## config.mk

```make
export PLATFORM = sky130hd
export DESIGN_NAME = pad_stick_and_chord_qualifier
export DESIGN_NICKNAME = d
export VERILOG_FILES = /design/src/rtl/pscq_pkg.sv /design/src/rtl/pscq_stick.sv /design/src/rtl/pscq_thumb.sv /design/src/rtl/pad_stick_and_chord_qualifier.sv
export SDC_FILE = /design/constraint.sdc
export NUM_CORES = 1
export LEC_CHECK = 0
export ABC_CLOCK_PERIOD_IN_PS = 5830
export BUFFER_PORTS_ARGS = -buffer_cell sky130_fd_sc_hd__buf_2
export CORE_MARGIN = 2
export CORE_UTILIZATION = 45
export DETAILED_ROUTE_END_ITERATION = 8
export GPL_ROUTABILITY_DRIVEN = 1
export SLEW_MARGIN = 20
export SYNTH_ARGS = -nofsm -noshare
export SYNTH_HDL_FRONTEND = slang
export SYNTH_SLANG_ARGS = --single-unit
```

## constraint.sdc

```tcl
create_clock -name clk -period 5.83 [get_ports clk]
set_input_delay 0.583 -clock clk [delete_from_list [all_inputs] [get_ports clk]]
set_output_delay 0.583 -clock clk [all_outputs]
set_load 0.02 [all_outputs]
```

## src/rtl/pscq_pkg.sv

```systemverilog
package pscq_pkg;

  // Number of pads with their own history; pad indexes at or above it are ignored.
  localparam int PAD_COUNT       = 4;
  localparam int PAD_W           = 2;
  localparam int PAD_SLOTS       = 1 << PAD_W;
  localparam int LEFT_CLICK_BIT  = 6;
  localparam int RIGHT_CLICK_BIT = 7;

  localparam int LEVEL_W = 16;
  localparam int BTN_W   = 16;
  localparam int AXIS_W  = 16;
  localparam int DIR_W   = 4;

  // Configuration register indexes.
  localparam logic [1:0] REG_ARM      = 2'd0;
  localparam logic [1:0] REG_RELEASE  = 2'd1;
  localparam logic [1:0] REG_DOMINATE = 2'd2;

  localparam logic [LEVEL_W-1:0] ARM_RESET      = 16'd16000;
  localparam logic [LEVEL_W-1:0] RELEASE_RESET  = 16'd10000;
  localparam logic [LEVEL_W-1:0] DOMINATE_RESET = 16'd8000;

  // Direction bit positions.
  localparam int STICK_UP    = 0;
  localparam int STICK_DOWN  = 1;
  localparam int STICK_LEFT  = 2;
  localparam int STICK_RIGHT = 3;

  localparam logic [BTN_W-1:0] THUMB_BITS =
    (BTN_W'(1) << LEFT_CLICK_BIT) | (BTN_W'(1) << RIGHT_CLICK_BIT);

  typedef struct packed {
    logic [LEVEL_W-1:0] arm;
    logic [LEVEL_W-1:0] release_lvl;
    logic [LEVEL_W-1:0] margin;
  } stick_cfg_t;

  // Per-pad chord resolver history; thumb bit 0 is left, bit 1 is right.
  typedef struct packed {
    logic [1:0] last_thumbs;
    logic [1:0] menu_owned;
    logic       both_seen;
    logic       chord_done;
  } thumb_state_t;

  typedef struct packed {
    logic chord;
    logic left;
    logic right;
  } toggles_t;

endpackage

```

## src/rtl/pscq_stick.sv

```systemverilog
module pscq_stick
  import pscq_pkg::*;
(
  input  logic signed [AXIS_W-1:0] stick_x,
  input  logic signed [AXIS_W-1:0] stick_y,
  input  logic        [DIR_W-1:0]  prev_dirs,
  input  stick_cfg_t               cfg,
  output logic        [DIR_W-1:0]  dirs
);

  logic [AXIS_W:0]   ax;
  logic [AXIS_W:0]   ay;
  logic [AXIS_W:0]   v_thr;
  logic [AXIS_W:0]   h_thr;
  logic [AXIS_W+1:0] ay_plus;
  logic [AXIS_W+1:0] ax_plus;
  logic              v_on;
  logic              h_on;

  always_comb begin
    ax = stick_x[AXIS_W-1] ? (AXIS_W+1)'(-$signed({stick_x[AXIS_W-1], stick_x}))
                           : {1'b0, stick_x};
    ay = stick_y[AXIS_W-1] ? (AXIS_W+1)'(-$signed({stick_y[AXIS_W-1], stick_y}))
                           : {1'b0, stick_y};
    // A held axis only needs the lower release level to stay on.
    v_thr = {1'b0, ((prev_dirs[STICK_UP] | prev_dirs[STICK_DOWN]) ? cfg.release_lvl : cfg.arm)};
    h_thr = {1'b0, ((prev_dirs[STICK_LEFT] | prev_dirs[STICK_RIGHT]) ? cfg.release_lvl
                                                                     : cfg.arm)};
    // |y| > |x| - margin, rearranged so that nothing goes negative.
    ay_plus = {1'b0, ay} + {2'b00, cfg.margin};
    ax_plus = {1'b0, ax} + {2'b00, cfg.margin};
    v_on = (ay >= v_thr) && (ay_plus > {1'b0, ax});
    h_on = (ax >= h_thr) && (ax_plus > {1'b0, ay});
    dirs = '0;
    dirs[STICK_UP]    = v_on && (stick_y > 0);
    dirs[STICK_DOWN]  = v_on && !(stick_y > 0);
    dirs[STICK_RIGHT] = h_on && (stick_x > 0);
    dirs[STICK_LEFT]  = h_on && !(stick_x > 0);
  end

endmodule

```

## src/rtl/pscq_thumb.sv

```systemverilog
module pscq_thumb
  import pscq_pkg::*;
(
  input  logic [1:0]   thumbs,
  input  logic         prompt_open,
  input  logic         menu_active,
  input  thumb_state_t st,
  output thumb_state_t st_next,
  output toggles_t     toggles
);

  logic [1:0] owned;
  logic [1:0] released;
  logic [1:0] falling;
  logic       both;
  logic       done;

  always_comb begin
    both     = st.both_seen | (thumbs[0] & thumbs[1]);
    owned    = menu_active ? (st.menu_owned | thumbs) : st.menu_owned;
    released = st.last_thumbs & ~thumbs;
    done     = st.chord_done | (|(released & owned));
    falling  = released & ~owned;
    toggles  = '0;

    // Clicks resolve on their release: a chord fires once, lone clicks fire per side.
    if (|falling) begin
      if (both) begin
        if (!done) begin
          done          = 1'b1;
          toggles.chord = 1'b1;
        end
      end else begin
        toggles.left  = falling[0];
        toggles.right = falling[1];
      end
    end
    if (thumbs == 2'b00) begin
      both = 1'b0;
      done = 1'b0;
    end

    st_next.last_thumbs = thumbs;
    st_next.menu_owned  = owned & thumbs;
    st_next.both_seen   = both;
    st_next.chord_done  = done;

    // A text prompt takes the thumbs over without firing anything.
    if (prompt_open) begin
      toggles             = '0;
      st_next.menu_owned  = st.menu_owned;
      st_next.both_seen   = 1'b0;
      st_next.chord_done  = 1'b0;
    end
  end

endmodule

```

## src/rtl/pad_stick_and_chord_qualifier.sv

```systemverilog
// Gamepad poll qualifier. One input transaction on the s_ channel carries one
// poll of one pad; exactly one result transaction leaves on the m_ channel for
// every poll, in order. The result holds button press edges, the four stick
// directions with their rising edges, thumb-click chord and single toggles and
// the mask of held thumb-click bits. Polls without focus, or for a pad index at
// or above the pad count, give a result that is all zero and leave history alone.
//
// The user must write thresholds through cfg_we / cfg_index / cfg_data only
// while idle; the block does not enforce it. An accepted poll lands in an
// input register; from there the quantizer and chord logic update that pad's
// history and load the result register. A poll can be accepted every cycle
// while the result side is not stalled, also for the same pad twice in a row,
// since the history write and the result load happen at the same edge.
//
// Reset (rst, synchronous) clears all pad history, both valid flags and loads
// the default thresholds. When the receiver stalls, the result register holds;
// the input register still takes one more poll if it is empty, and s_tready
// then drops until the result is taken.
module pad_stick_and_chord_qualifier
  import pscq_pkg::*;
(
  input  logic         clk,
  input  logic         rst,
  input  logic         s_tvalid,
  output logic         s_tready,
  // pad_index[1:0], button_bits[17:2], stick_x[33:18], stick_y[49:34],
  // in_focus[50], prompt_open[51], menu_active[52], zero fill [55:53]
  input  logic [55:0]  s_tdata,
  output logic         m_tvalid,
  input  logic         m_tready,
  // accepted[0], press_edges[16:1], direction_levels[20:17],
  // direction_edges[24:21], chord_toggle[25], left_toggle[26],
  // right_toggle[27], thumb_mask[43:28], zero fill [47:44]
  output logic [47:0]  m_tdata,
  input  logic         cfg_we,
  input  logic [1:0]   cfg_index,
  input  logic [15:0]  cfg_data
);

  localparam logic [PAD_W:0] PAD_LIMIT = (PAD_W+1)'(PAD_COUNT);

  // Thresholds.
  stick_cfg_t cfg;

  always_ff @(posedge clk) begin
    if (rst) begin
      cfg.arm         <= ARM_RESET;
      cfg.release_lvl <= RELEASE_RESET;
      cfg.margin      <= DOMINATE_RESET;
    end else if (cfg_we) begin
      unique case (cfg_index)
        REG_ARM:      cfg.arm         <= cfg_data;
        REG_RELEASE:  cfg.release_lvl <= cfg_data;
        REG_DOMINATE: cfg.margin      <= cfg_data;
        default: ;
      endcase
    end
  end

  // Input register.
  logic                     in_v;
  logic [PAD_W-1:0]         q_pad;
  logic [BTN_W-1:0]         q_buttons;
  logic signed [AXIS_W-1:0] q_x;
  logic signed [AXIS_W-1:0] q_y;
  logic                     q_focus;
  logic                     q_prompt;
  logic                     q_menu;
  logic                     advance;

  assign advance  = in_v && (!m_tvalid || m_tready);
  assign s_tready = !in_v || advance;

  always_ff @(posedge clk) begin
    if (rst) begin
      in_v <= 1'b0;
    end else if (s_tready) begin
      in_v <= s_tvalid;
    end
  end

  always_ff @(posedge clk) begin
    if (s_tvalid && s_tready) begin
      q_pad     <= s_tdata[1:0];
      q_buttons <= s_tdata[17:2];
      q_x       <= s_tdata[33:18];
      q_y       <= s_tdata[49:34];
      q_focus   <= s_tdata[50];
      q_prompt  <= s_tdata[51];
      q_menu    <= s_tdata[52];
    end
  end

  // Per-pad history.
  logic [BTN_W-1:0] last_buttons [PAD_SLOTS];
  logic [DIR_W-1:0] last_dirs    [PAD_SLOTS];
  thumb_state_t     thumb_st     [PAD_SLOTS];

  logic             pad_ok;
  logic [DIR_W-1:0] dirs;
  thumb_state_t     thumb_next;
  toggles_t         toggles;
  logic [1:0]       thumbs;

  assign pad_ok = q_focus && ({1'b0, q_pad} < PAD_LIMIT);
  assign thumbs = {q_buttons[RIGHT_CLICK_BIT], q_buttons[LEFT_CLICK_BIT]};

  pscq_stick u_stick (
    .stick_x   (q_x),
    .stick_y   (q_y),
    .prev_dirs (last_dirs[q_pad]),
    .cfg       (cfg),
    .dirs      (dirs)
  );

  pscq_thumb u_thumb (
    .thumbs      (thumbs),
    .prompt_open (q_prompt),
    .menu_active (q_menu),
    .st          (thumb_st[q_pad]),
    .st_next     (thumb_next),
    .toggles     (toggles)
  );

  always_ff @(posedge clk) begin
    if (rst) begin
      for (int i = 0; i < PAD_SLOTS; i++) begin
        last_buttons[i] <= '0;
        last_dirs[i]    <= '0;
        thumb_st[i]     <= '0;
      end
    end else if (advance && pad_ok) begin
      last_buttons[q_pad] <= q_buttons;
      last_dirs[q_pad]    <= dirs;
      thumb_st[q_pad]     <= thumb_next;
    end
  end

  // Result register.
  logic             r_accepted;
  logic [BTN_W-1:0] r_press;
  logic [DIR_W-1:0] r_levels;
  logic [DIR_W-1:0] r_edges;
  toggles_t         r_toggles;
  logic [BTN_W-1:0] r_mask;

  always_ff @(posedge clk) begin
    if (rst) begin
      m_tvalid <= 1'b0;
    end else if (advance) begin
      m_tvalid <= 1'b1;
    end else if (m_tready) begin
      m_tvalid <= 1'b0;
    end
  end

  always_ff @(posedge clk) begin
    if (advance) begin
      if (pad_ok) begin
        r_accepted <= 1'b1;
        r_press    <= q_buttons & ~last_buttons[q_pad];
        r_levels   <= dirs;
        r_edges    <= dirs & ~last_dirs[q_pad];
        r_toggles  <= toggles;
        r_mask     <= q_prompt ? '0 : (q_buttons & THUMB_BITS);
      end else begin
        r_accepted <= 1'b0;
        r_press    <= '0;
        r_levels   <= '0;
        r_edges    <= '0;
        r_toggles  <= '0;
        r_mask     <= '0;
      end
    end
  end

  assign m_tdata = {4'b0000, r_mask, r_toggles.right, r_toggles.left, r_toggles.chord,
                    r_edges, r_levels, r_press, r_accepted};

  // A chord toggle never comes together with a single-click toggle.
  assert property (@(posedge clk) disable iff (rst)
    m_tvalid |-> !(r_toggles.chord && (r_toggles.left || r_toggles.right)))
    else $error("chord toggle together with a single toggle");

  // Up and down are exclusive, as are left and right.
  assert property (@(posedge clk) disable iff (rst)
    m_tvalid |-> !(r_levels[STICK_UP] && r_levels[STICK_DOWN]) &&
                 !(r_levels[STICK_LEFT] && r_levels[STICK_RIGHT]))
    else $error("opposite directions active at once");

  // A new direction is always an active one.
  assert property (@(posedge clk) disable iff (rst)
    m_tvalid |-> ((r_edges & ~r_levels) == '0))
    else $error("direction edge without direction level");

  // An ignored poll reports nothing else.
  assert property (@(posedge clk) disable iff (rst)
    (m_tvalid && !r_accepted) |-> (m_tdata == '0))
    else $error("ignored poll carries data");

  // The input side only stalls behind a full, stalled result register.
  assert property (@(posedge clk) disable iff (rst)
    !s_tready |-> (m_tvalid && !m_tready && in_v))
    else $error("input stalled while result side is free");

endmodule

```

-- Word level (Yosys, flattened, before mapping)
Memory sizes are Yosys's and may differ from the RTL's. A register that Yosys moved wholly into a read port is not among the register bits.
Index checks and enable logic that the tools add are counted.
- add/sub/neg operators: 4
- multiply operators: 0
- divide/modulo/power cells: 0
- magnitude comparators: 6
- eq/ne operators: 2
- shifts and indexed selects: 0
- mux-type cells: 31
- bitwise gates (word level): 19
- reductions and logical operators: 29
- operator list (kind ; number):
    $mux W16 ; 3
    $add A17 B16 Y18 ; 2
    $gt A18 B17 Y1 ; 2
    $ge A17 B16 Y1 ; 2
    $mux W17 ; 2
    $neg A16 Y17 ; 2
    $gt A16 B1 Y1 const B ; 2
    $and A16 B16 Y16 ; 1
    $mux W1 ; 16
    $not A16 Y16 ; 1
    $reduce_or A16 Y1 ; 1
    $mux W2 ; 7
    $reduce_or A4 Y1 ; 3
    $logic_and A1 B1 Y1 ; 9
    $and A2 B2 Y2 ; 4
    $mux W4 ; 2
    $mux W6 ; 1
    $reduce_and A2 Y1 ; 3
    $reduce_or A2 Y1 ; 3
    $reduce_or A6 Y1 ; 1
    $and A4 B4 Y4 ; 1
    $logic_not A1 Y1 ; 4
    $logic_not A2 Y1 ; 2
    $not A2 Y2 ; 2
    9 further kinds ; 15
- flip-flop bits (word level): 147
- bits in latches: 0
- bits in writable memories: 104
- bits in read-only memories: 0
- bits of input ports: 79
- output and inout bits: 50
- word-level logic and storage cells: 115
- memories kept: 3
- memories (name ; words ; bits a word ; read ports ; clocked after memory_dff ; write ports ; RTL line ; source):
    last_buttons ; 4 ; 16 ; 1 ; 1 ; 4 ; pad_stick_and_chord_qualifier.sv:95 ; logic [BTN_W-1:0] last_buttons [PAD_SLOTS];
    thumb_st ; 4 ; 6 ; 1 ; 1 ; 4 ; pad_stick_and_chord_qualifier.sv:97 ; thumb_state_t thumb_st [PAD_SLOTS];
    last_dirs ; 4 ; 4 ; 1 ; 1 ; 4 ; pad_stick_and_chord_qualifier.sv:96 ; logic [DIR_W-1:0] last_dirs [PAD_SLOTS];

-- Depth between registers and ports, before layout
Gate-level depths: netlist of run 1.
- depth after elaboration: 10
- gate-level depth with buffers: 21

-- Modules after synthesis
A second synthesis of run 1 with hierarchy kept.
- cell total of the unflattened synthesis: 1196
- area total of the unflattened synthesis: 14461.4 sq um
- by module, submodules not included (module ; instances ; cells each ; area each (sq um) ; seq. area each (sq um)):
    pad_stick_and_chord_qualifier ; 1 ; 657 ; 10352.4 ; 6656.4
    pscq_stick ; 1 ; 521 ; 3970.1 ; 0.0
    pscq_thumb ; 1 ; 18 ; 138.9 ; 0.0

-- Worst setup path before layout of run 1
OpenSTA, ideal clock, no wires.
- path kind: register to register
- from: register q_x[5]
- to: memory last_dirs[0][2], data pin
- setup time: 0.264 ns
- arrival: 4.155 ns
- data required time: 5.566 ns
- slack: 1.411 ns
- stages on the path, launching flop included: 19
- buffers on the path: 0
- clock period less this slack: 4.419 ns
- cells stage by stage: edfxtp_1 -> or4_1 -> or3_1 -> or3_1 -> nand2_1 -> xnor2_1 -> ha_1 -> a21oi_1 -> o22ai_1 -> a211oi_1 -> o21bai_1 -> xor2_1 -> ha_1 -> a21o_1 -> a21oi_1 -> o2111a_1 -> a21oi_1 -> nand3_1 -> nor2_1
- RTL lines (element ; RTL line ; source):
    start: declaration ; pad_stick_and_chord_qualifier.sv:64 ; logic signed [AXIS_W-1:0] q_x;
    start signal: assignment ; pad_stick_and_chord_qualifier.sv:86 ; q_x <= s_tdata[33:18];
    end: declaration ; pad_stick_and_chord_qualifier.sv:96 ;

-- Worst setup path in the final report of run 1
- from: register q_y[0]
- to: register r_levels[0], data pin
- longest elaborated chain between the ends: 6
- elaborated cells between the ends (all ways): 8
- classes of those cells: 2 x add/sub; 3 x order compare; 1 x mux; 2 x reduce/logical
- RTL lines (element ; RTL line ; source):
    start: declaration ; pad_stick_and_chord_qualifier.sv:65 ; logic signed [AXIS_W-1:0] q_y;
    start signal: assignment ; pad_stick_and_chord_qualifier.sv:87 ; q_y <= s_tdata[49:34];
    $neg A16 Y17 ; pscq_stick.sv:23 ; ay = stick_y[AXIS_W-1] ? (AXIS_W+1)'(-$signed({stick_y[AXIS_W-1], stick_y}))
    $mux W17 ; pscq_stick.sv:23 ;
    $add A17 B16 Y18 ; pscq_stick.sv:30 ; ay_plus = {1'b0, ay} + {2'b00, cfg.margin};
    $gt A18 B17 Y1 ; pscq_stick.sv:32 ; v_on = (ay >= v_thr) && (ay_plus > {1'b0, ax});
    $logic_and A1 B1 Y1 ; pscq_stick.sv:32 ;
    $logic_and A1 B1 Y1 * ; pscq_stick.sv:35 ; dirs[STICK_UP] = v_on && (stick_y > 0);
    end signal: assignment ; pad_stick_and_chord_qualifier.sv:162 ; r_levels <= dirs;
    end: declaration ; pad_stick_and_chord_qualifier.sv:142 ; logic [DIR_W-1:0] r_levels;
Every way passes the cells marked *; elsewhere a longest branch is shown, timed or not.
A chain may end at the register's enable or synchronous reset.

==> key figures, run 1 <==
Run status
  • Status: finished clean

Timing
  • Fin. Hold Viols: 0
  • Setup_tns: 0 ns
  • Final Skew: 0.0110 ns
  • Fmax: 193 MHz
  • Unrepaired setup endpoints after global routing: no
  • Final setup vio count: 0
  • Crit share post-route: 89.0%
  • Slack of the critical path: 0.640 ns
  • Worst-Margin Slew: 1.08 ns
  • Tmin final: 5.19 ns
  • Count of final max-slew check failures: 0
  • Slew HR: 27.7%

Detailed routing
  • DRC violations left: 0
  • Starting DRT DRC Count: 527
  • Routed WL: 29.8 mm
  • Routed len/inst: 17.8 um
  • DR vias: 8831
  • TritonRoute pass-1 iters: 5
  • Antenna-violating nets left: 0
  • Via-per-instance ratio: 5.26

Worst setup path
  • Most frequent cell on the critical path: ha_1
  • WP buf/inv: 1
  • Crit-path slowest cell: or3_1
  • Setup crit start kind: flip-flop
  • Worst Path Required: 6.08 ns
  • Crit-path max cell delay: 0.46 ns
  • CP Data Arrival Time: 5.44 ns
  • Crit Path Category: flip-flop to flip-flop
  • CP endpoint kind: flip-flop
  • CP cell instances: inv_1 -> ha_1 -> nand2_1 -> or3_1 -> nand2_1 -> xnor2_1 -> ha_1 -> and2_1 -> a221o_1 -> a21boi_0 -> o311ai_0 -> a21oi_1 -> xnor2_1 -> ha_1 -> a21o_1 -> a21oi_1 -> and3b_1 -> o221ai_1 -> o211ai_1 -> nor3_1
  • R2R Path Start: q_y[0]
  • Family with the most delay on the worst path: compound AO/OA/AOI/OAI gates
  • Critical path origin: q_y[0]
  • Worst Path Max Fanout: 6

CTS
  • H-Tree Depth: 1
  • Clk Latency, worst-skew pair: 0.53 ns
  • Clk root buf: clkbuf_16
  • Setup Buffers After CTS: 0
  • Max Buffers Root-to-Sink: 3
  • CTS Buf Count: 27
  • CTS resizes: 0
  • CTS tree: yes
  • Worst-path clk slew: 0.06 ns
  • Clock Sinks: 231
  • # hold bufs at CTS: 0

Logic synthesis
  • Post-synthesis async set-or-reset flop share: 0%
  • Post-Syn Area per Cell: 11.0 um^2
  • Ys Warns: 0
  • Post-synth top area share: 41.9%
  • Mapped Cells: 1165
  • Seq/Total Area, Yosys: 50.0%
  • Top FF cell, synth: edfxtp_1
  • Synth Register Bits: 231
  • Post-synth EDFFs: 179
  • Yosys top cell by area: edfxtp_1
  • Mapped Area: 12800 um^2
  • Synth area leaders: edfxtp_1 (42%), ha_1 (10%), dfxtp_1 (8.1%)
  • Unique masters post-synth: 64

GRT
  • Initial antenna violation count: 0
  • Vias in the first global route: 8675
  • First-pass GRT wire length: 47.2 mm
  • Largest net degree at the start of global routing: 57
  • Remaining global-route overflow: 0
  • GRT Total Usage: 19.9%

Floorplan
  • # IOs: 129
  • Initial Util: 45.9%
  • DIE WIDTH: 173 um
  • Std cell rows: 61
  • Core ar.: 27900 um^2
  • Die height: 173 um
  • Die area: 29900 um^2

Job
  • # Max-Cap Violations: 0

Layout
  • Sequential Area: 6420 um^2
  • # diodes: 0
  • Fillers: 2553
  • Multi-input gate area: 6010 um^2
  • Layout Area Growth over Synthesis: 14.2%
  • Fin nets: 1467
  • Layout cell share with drive strength beyond 1: 16.5%

Power
  • Leakage power: 6.03 nW
  • Pwr Density: 298 nW/um^2
  • Pwr Total: 4.36 mW
  • VDD IR max: 0.000220 V

Placement
  • Placed wire-length estimate: 21.4 mm
  • DP Worst Slack: 0.605 ns
  • GP Congestion: 0.851
  • Port Buf Inserts: 107

Worst hold path
  • Hold Path Class: input pin to flip-flop
  • Hold_sp: s_tdata[20]
-- per-stage QoR --
stage	cell area [um^2]	hold slack [ns]	instances	utilization, %
3_5_place_dp	13800	0.459	1629	49.3
3_3_place_gp	13800	0.454	1629	49.3
4_1_cts	14600	0.203	1678	52.4
2_1_floorplan	12900	0.424	1183	-
5_1_grt	14600	0.203	1678	52.4
6_report	14600	0.227	1678	52.4
-- per-layer routing --
metal,vias to the layer above,track usage (%),routed length (um)
met4,0,4.70,568
met3,35,2.44,1450
met1,4195,27.3,13800
met2,209,33.7,13900
li1,4392,-,-
met5,-,0,0
-- final timing paths --
path,depth (start not counted),slack [ns],endpoint
max reg2reg,20,0.64,r_levels[0]
max,20,0.64,r_levels[0]
min,1,0.23,q_x[2]
min reg2reg,2,0.47,cfg[32]
-- synthesized netlist by cell type, drive strengths merged (13+ instances only) --
cell	number
dfxtp	52
mux2	19
nor2b	15
nor2	72
nor3	17
xor2	15
and2	67
nand4	13
a21o	17
ha	106
a21oi	74
xnor2	39
nand2	145
nand2b	14
buf	23
inv	52
clkbuf	34
a211oi	18
o21ai	29
mux2i	44
nand3b	22
edfxtp	179
-- power breakdown --
part,leakage (nW),internal [mW],switching (mW)
clock,0.429,0.991,0.663
sequential,2.21,1.86,0.0506
combinational,3.39,0.336,0.464
total,6.03,3.18,1.18
-- layout by cell type, fill, tap and decap left out, drive strengths merged, types with 4 or more instances in the layout --
master and instances:
nand2 145, nor3 17, mux4 10, edfxtp 179, nor2b 15, buf 125, o21ai 29, xor2 15
inv 52, nand4 13, nand3 11, a21oi 74, clkinv 10, dfxtp 52, clkbuf 37, o221ai 4
nand2b 14, nor2 72, a21o 17, o31ai 10, o21a 8, or3 6, mux2i 44, o211ai 5
mux2 19, and2 67, ha 106, xnor2 39, conb 20, nand3b 22, a211oi 18
-- sequential cells by signal, indices dropped and copies added (netlist names), 2 cells and up, named ones only --
register	flops
r_edges	4
last_dirs	16
r_press	16
cfg	48
r_levels	4
q_y	16
q_buttons	16
m_tdata	3
q_pad	2
last_buttons	64
thumb_st	16
r_mask	2
q_x	16
-- logic make-up (layout without fill, tap and decap cells) --
| kind of cell | count (synthesis) | after routing | share of synthesized area (%) |
|---|---|---|---|
| other | 2 | 20 | 0.0586 |
| AO/OA/AOI/OAI | 189 | 189 | 9.42 |
| XOR/XNOR | 54 | 54 | 3.69 |
| buffers and inverters | 110 | 227 | 3.81 |
| AND/OR/NAND/NOR | 398 | 398 | 15.5 |
| multiplexers | 73 | 73 | 6.86 |
| adder cells (fa/ha/maj) | 108 | 108 | 10.7 |
| flip-flops | 231 | 231 | 50.0 |
-- layout make-up --
cell class	count	area share, %
clock buffers	37	5.15
clock inverters	12	0.786
repair buffers	125	4.58
flip-flops and latches	231	43.8
inverters	53	1.36
well taps	378	3.23
multi-input cells	842	41.0
(Power assumes the default switching activity.)
==> inputs of run 2 (changes only) <==
- MAX_ROUTING_LAYER: unset -> met4
==> key figures, run 2 (synthesis gave the netlist of run 1 again) <==
Run status
  • Status: finished clean

CTS
  • Clk root buf: clkbuf_16
  • Clk Latency, worst-skew pair: 0.53 ns
  • Max Buffers Root-to-Sink: 3
  • # hold bufs at CTS: 0
  • H-Tree Depth: 1
  • CTS resizes: 0
  • Clock Sinks: 231
  • CTS Buf Count: 27
  • CTS tree: yes
  • Setup Buffers After CTS: 0
  • Worst-path clk slew: 0.06 ns

Timing
  • Slew HR: 29.0%
  • Tmin final: 5.27 ns
  • Fmax: 190 MHz
  • Count of final max-slew check failures: 0
  • Final Skew: 0.0101 ns
  • Fin. Hold Viols: 0
  • Final setup vio count: 0
  • Slack of the critical path: 0.561 ns
  • Crit share post-route: 90.4%
  • Worst-Margin Slew: 1.06 ns
  • Setup_tns: 0 ns
  • Unrepaired setup endpoints after global routing: no

Worst setup path
  • CP Data Arrival Time: 5.52 ns
  • Worst Path Required: 6.08 ns
  • Crit Path Category: flip-flop to flip-flop
  • Worst Path Max Fanout: 6
  • Setup crit start kind: flip-flop
  • Most frequent cell on the critical path: ha_1
  • Crit-path slowest cell: or3_1
  • CP endpoint kind: flip-flop
  • Crit-path max cell delay: 0.46 ns
  • CP cell instances: inv_1 -> ha_1 -> nand2_1 -> or3_1 -> nand2_1 -> xnor2_1 -> ha_1 -> and2_1 -> a221o_1 -> a21boi_0 -> o311ai_0 -> a21oi_1 -> xnor2_1 -> ha_1 -> a21o_1 -> a21oi_1 -> and3b_1 -> o221ai_1 -> o211ai_1 -> nor4_1

GRT
  • Vias in the first global route: 8671
  • Remaining global-route overflow: 0
  • GRT Total Usage: 20.5%
  • Largest net degree at the start of global routing: 57
  • First-pass GRT wire length: 47.3 mm
  • Initial antenna violation count: 0

Floorplan
  • # IOs: 129
  • Core ar.: 27900 um^2
  • DIE WIDTH: 173 um
  • Initial Util: 45.9%
  • Std cell rows: 61
  • Die height: 173 um
  • Die area: 29900 um^2

Power
  • Leakage power: 6.00 nW
  • Pwr Total: 4.34 mW
  • VDD IR max: 0.000212 V
  • Pwr Density: 297 nW/um^2

Placement
  • DP Worst Slack: 0.625 ns
  • Placed wire-length estimate: 21.4 mm
  • Port Buf Inserts: 107
  • GP Congestion: 0.876

Detailed routing
  • TritonRoute pass-1 iters: 5
  • DRC violations left: 0
  • Antenna-violating nets left: 0
  • Via-per-instance ratio: 5.23
  • Routed len/inst: 17.7 um
  • Starting DRT DRC Count: 589
  • Routed WL: 29.7 mm
  • DR vias: 8780

Job
  • # Max-Cap Violations: 0

Layout
  • Layout Area Growth over Synthesis: 14.0%
  • Largest regs: last_buttons: 64 flops, cfg: 48 flops
  • Reg with most FFs: last_buttons
  • Max FFs per register: 64
  • Layout cell share with drive strength beyond 1: 16.2%
  • Most frequent cells in the layout: edfxtp_1 (179), nand2_1 (145), buf_2 (107)
  • Fin nets: 1467
  • Most common cell after layout, fill and taps aside: edfxtp_1
  • Fillers: 2583
  • # diodes: 0

Worst hold path
  • Hold Path Class: input pin to flip-flop
[run 2: cell count changes in the layout (fill, tap and decap cells not counted), sizes merged]
cell | before | now
bufinv | 2 | 3
clkinvlp | 1 | 3
clkbuf | 37 | 32
clkinv | 10 | 12
[run 2: per-stage QoR]
step / hold slack, ns / area, um^2 / utilization (%) / std cells
floorplan: 0.424 / 12900 / - / 1183
global placement: 0.455 / 13800 / 49.3 / 1629
detailed placement: 0.458 / 13800 / 49.3 / 1629
CTS: 0.204 / 14600 / 52.3 / 1678
global route: 0.209 / 14600 / 52.3 / 1678
finish: 0.225 / 14600 / 52.3 / 1678
[run 2: power by group]
group	total [mW]	switching, mW	internal, mW
logic	0.803	0.466	0.337
registers	1.91	0.0503	1.86
clock network	1.63	0.654	0.976
total	4.34	1.17	3.17
[run 2: path summary, 6_finish.rpt]
| kind | startpoint | endpoint | slack (ns) | depth (start not counted) |
|---|---|---|---|---|
| setup / recovery | q_y[0] | r_edges[0] | 0.56 | 20 |
| hold / removal | s_tdata[18] | q_x[0] | 0.22 | 1 |
| setup reg to reg | q_y[0] | r_edges[0] | 0.56 | 20 |
| hold reg to reg | cfg[18] | cfg[18] | 0.46 | 2 |
[run 2: area by class of cell]
cell class | instances | area (um^2) | share of cell area [%]
Clock buffer | 32 | 694 | 4.75
Multi-Input combinational cell | 842 | 6010 | 41.1
Clock inverter | 17 | 158 | 1.08
Inverter | 53 | 199 | 1.36
Sequential cell | 231 | 6420 | 43.9
Tap cell | 378 | 473 | 3.23
Timing Repair Buffer | 125 | 671 | 4.59
[run 2: worst max-delay path, delay by kind of cell, from the launching register on]
| kind | cells | cell delay (ns) |
|---|---|---|
| AOI/OAI and AO/OA | 8 | 2.15 |
| and+or+nand+nor | 6 | 1.20 |
| adders and majority gates | 3 | 0.69 |
| DFF | 1 | 0.45 |
| xor gates and xnor gates | 2 | 0.36 |
| buffers and inverters | 1 | 0.16 |
[run 2: per-layer routing]
layer | wire length (um) | track usage [%] | vias to the layer above
li1 | - | - | 4387
met1 | 13700 | 27.8 | 4137
met2 | 13900 | 33.1 | 210
met3 | 1370 | 2.35 | 46
met4 | 720 | 5.16 | 0
met5 | 0 | - | -
==> inputs of run 3 (changes only) <==
- CORE_ASPECT_RATIO: unset -> 1.4
==> key figures, run 3 (synthesis gave the netlist of run 1 again) <==
Timing
  • Tmin final: 5.13 ns
  • Crit share post-route: 88.0%
  • Fmax: 195 MHz
  • Worst-Margin Slew: 1.06 ns
  • Min Hold Slack: 0.202 ns
  • Count of final max-slew check failures: 0
  • Final Skew: 0.0215 ns
  • Unrepaired setup endpoints after global routing: no
  • Fin. Hold Viols: 0
  • Setup_tns: 0 ns
  • Slew HR: 29.0%
  • Final setup vio count: 0

Layout
  • Most frequent cells in the layout: edfxtp_1 (179), nand2_1 (145), buf_2 (107)
  • Layout Area Growth over Synthesis: 14.1%
  • Multi-input gate area: 6000 um^2
  • Utilization after layout: 51.8%
  • Largest regs: last_buttons: 64 flops, cfg: 48 flops
  • # diodes: 0
  • Layout cell share with drive strength beyond 1: 16.9%
  • Finished layout cell area: 14600 um^2
  • Sequential Area: 6420 um^2
  • Fin nets: 1479
  • Reg with most FFs: last_buttons
  • Fillers: 2551
  • Max FFs per register: 64
  • Most common cell after layout, fill and taps aside: edfxtp_1
  • Non-filler cells in the finished layout: 1685

Detailed routing
  • Routed len/inst: 18.3 um
  • Via-per-instance ratio: 5.28
  • TritonRoute pass-1 iters: 4
  • Routed WL: 30.9 mm
  • DR vias: 8893
  • Starting DRT DRC Count: 379
  • DRC violations left: 0
  • Antenna-violating nets left: 0

Worst setup path
  • Crit-path max cell delay: 0.46 ns
  • Most frequent cell on the critical path: ha_1
  • CP endpoint kind: flip-flop
  • Worst Path Max Fanout: 6
  • Setup crit start kind: flip-flop
  • Crit Path Category: flip-flop to flip-flop
  • Worst Path Required: 6.09 ns
  • CP Data Arrival Time: 5.39 ns
  • Crit-path slowest cell: edfxtp_1
  • CP cell instances: inv_1 -> ha_1 -> nand2_1 -> or3_1 -> nand2_1 -> xnor2_1 -> ha_1 -> and2_1 -> a221o_1 -> a21boi_0 -> o311ai_0 -> a21oi_1 -> xnor2_1 -> ha_1 -> a21o_1 -> a21oi_1 -> and3b_1 -> o221ai_1 -> o211ai_1 -> nor3_1

Floorplan
  • Std cell rows: 73
  • # IOs: 129
  • Core ar.: 28200 um^2
  • Die area: 29900 um^2
  • Die height: 204 um
  • DIE WIDTH: 147 um
  • Initial Util: 45.4%

GRT
  • First-pass GRT wire length: 47.7 mm
  • GRT Total Usage: 21.4%
  • Remaining global-route overflow: 0
  • Vias in the first global route: 8810
  • Initial antenna violation count: 0
  • Largest net degree at the start of global routing: 57

CTS
  • # hold bufs at CTS: 0
  • Worst-path clk slew: 0.07 ns
  • Clk Latency, worst-skew pair: 0.55 ns
  • Clk root buf: clkbuf_16
  • CTS Buf Count: 25
  • Setup Buffers After CTS: 0
  • H-Tree Depth: 1
  • CTS resizes: 0
  • Max Buffers Root-to-Sink: 3
  • Clock Sinks: 231
  • CTS tree: yes

Worst hold path
  • Hold Path Class: input pin to flip-flop

Placement
  • Placed wire-length estimate: 22.7 mm
  • Port Buf Inserts: 107
  • Cell Area, Placed: 13900 um^2
  • GP Congestion: 0.906
  • Placed cell count: 1640

Power
  • Leakage power: 6.04 nW
  • Pwr Density: 289 nW/um^2
  • VDD IR max: 0.000224 V

Run status
  • Status: finished clean

Job
  • # Max-Cap Violations: 0
==> run 3: metrics by stage <==
stage / setup slack (ns) / power [mW]
CTS: 0.720 / 4.27
finish: 0.697 / 4.22
floorplan: 1.41 / 2.52
global route: 0.448 / 4.44
detailed placement: 0.760 / 2.77
global placement: 0.798 / 2.75
==> run 3: report_power, final <==
group | total, mW | internal [mW] | switching (mW)
Clock | 1.49 | 0.833 | 0.658
Combinational | 0.826 | 0.348 | 0.478
Sequential | 1.91 | 1.86 | 0.0492
Total | 4.22 | 3.04 | 1.19
==> run 3: worst max-delay path: cells and delay by family (launching register included) <==
kind / cells / cell delay, ns
XOR/XNOR: 2 / 0.37
AND/OR/NAND/NOR: 6 / 1.14
AO/OA/AOI/OAI: 8 / 2.05
adder cells (fa/ha/maj): 3 / 0.69
flip-flops: 1 / 0.46
buffers and inverters: 1 / 0.15
==> run 3: area by class of cell <==
type	instances	share of cell area (%)
clock buffers	27	4.33
inverters	53	1.36
repair buffers	139	5.30
clock inverters	18	0.890
well taps	375	3.21
flip-flops and latches	231	43.9
multi-input cells	842	41.0
==> run 3: worst paths after layout <==
check        slack (ns)   startpoint         endpoint  depth (start not counted)
max                0.70       q_y[0]  last_dirs[2][0]                         20
min                0.20  s_tdata[12]    q_buttons[10]                          1
max reg2reg        0.70       q_y[0]  last_dirs[2][0]                         20
min reg2reg        0.47      cfg[17]          cfg[17]                          2
==> run 3: routing by layer <==
| metal | up-vias | track usage [%] | wire (um) |
|---|---|---|---|
| li1 | 4420 | - | - |
| met1 | 4226 | 22.8 | 11500 |
| met2 | 180 | 39.6 | 16700 |
| met3 | 67 | 2.26 | 1090 |
| met4 | 0 | 10.3 | 1570 |
| met5 | - | - | 0 |
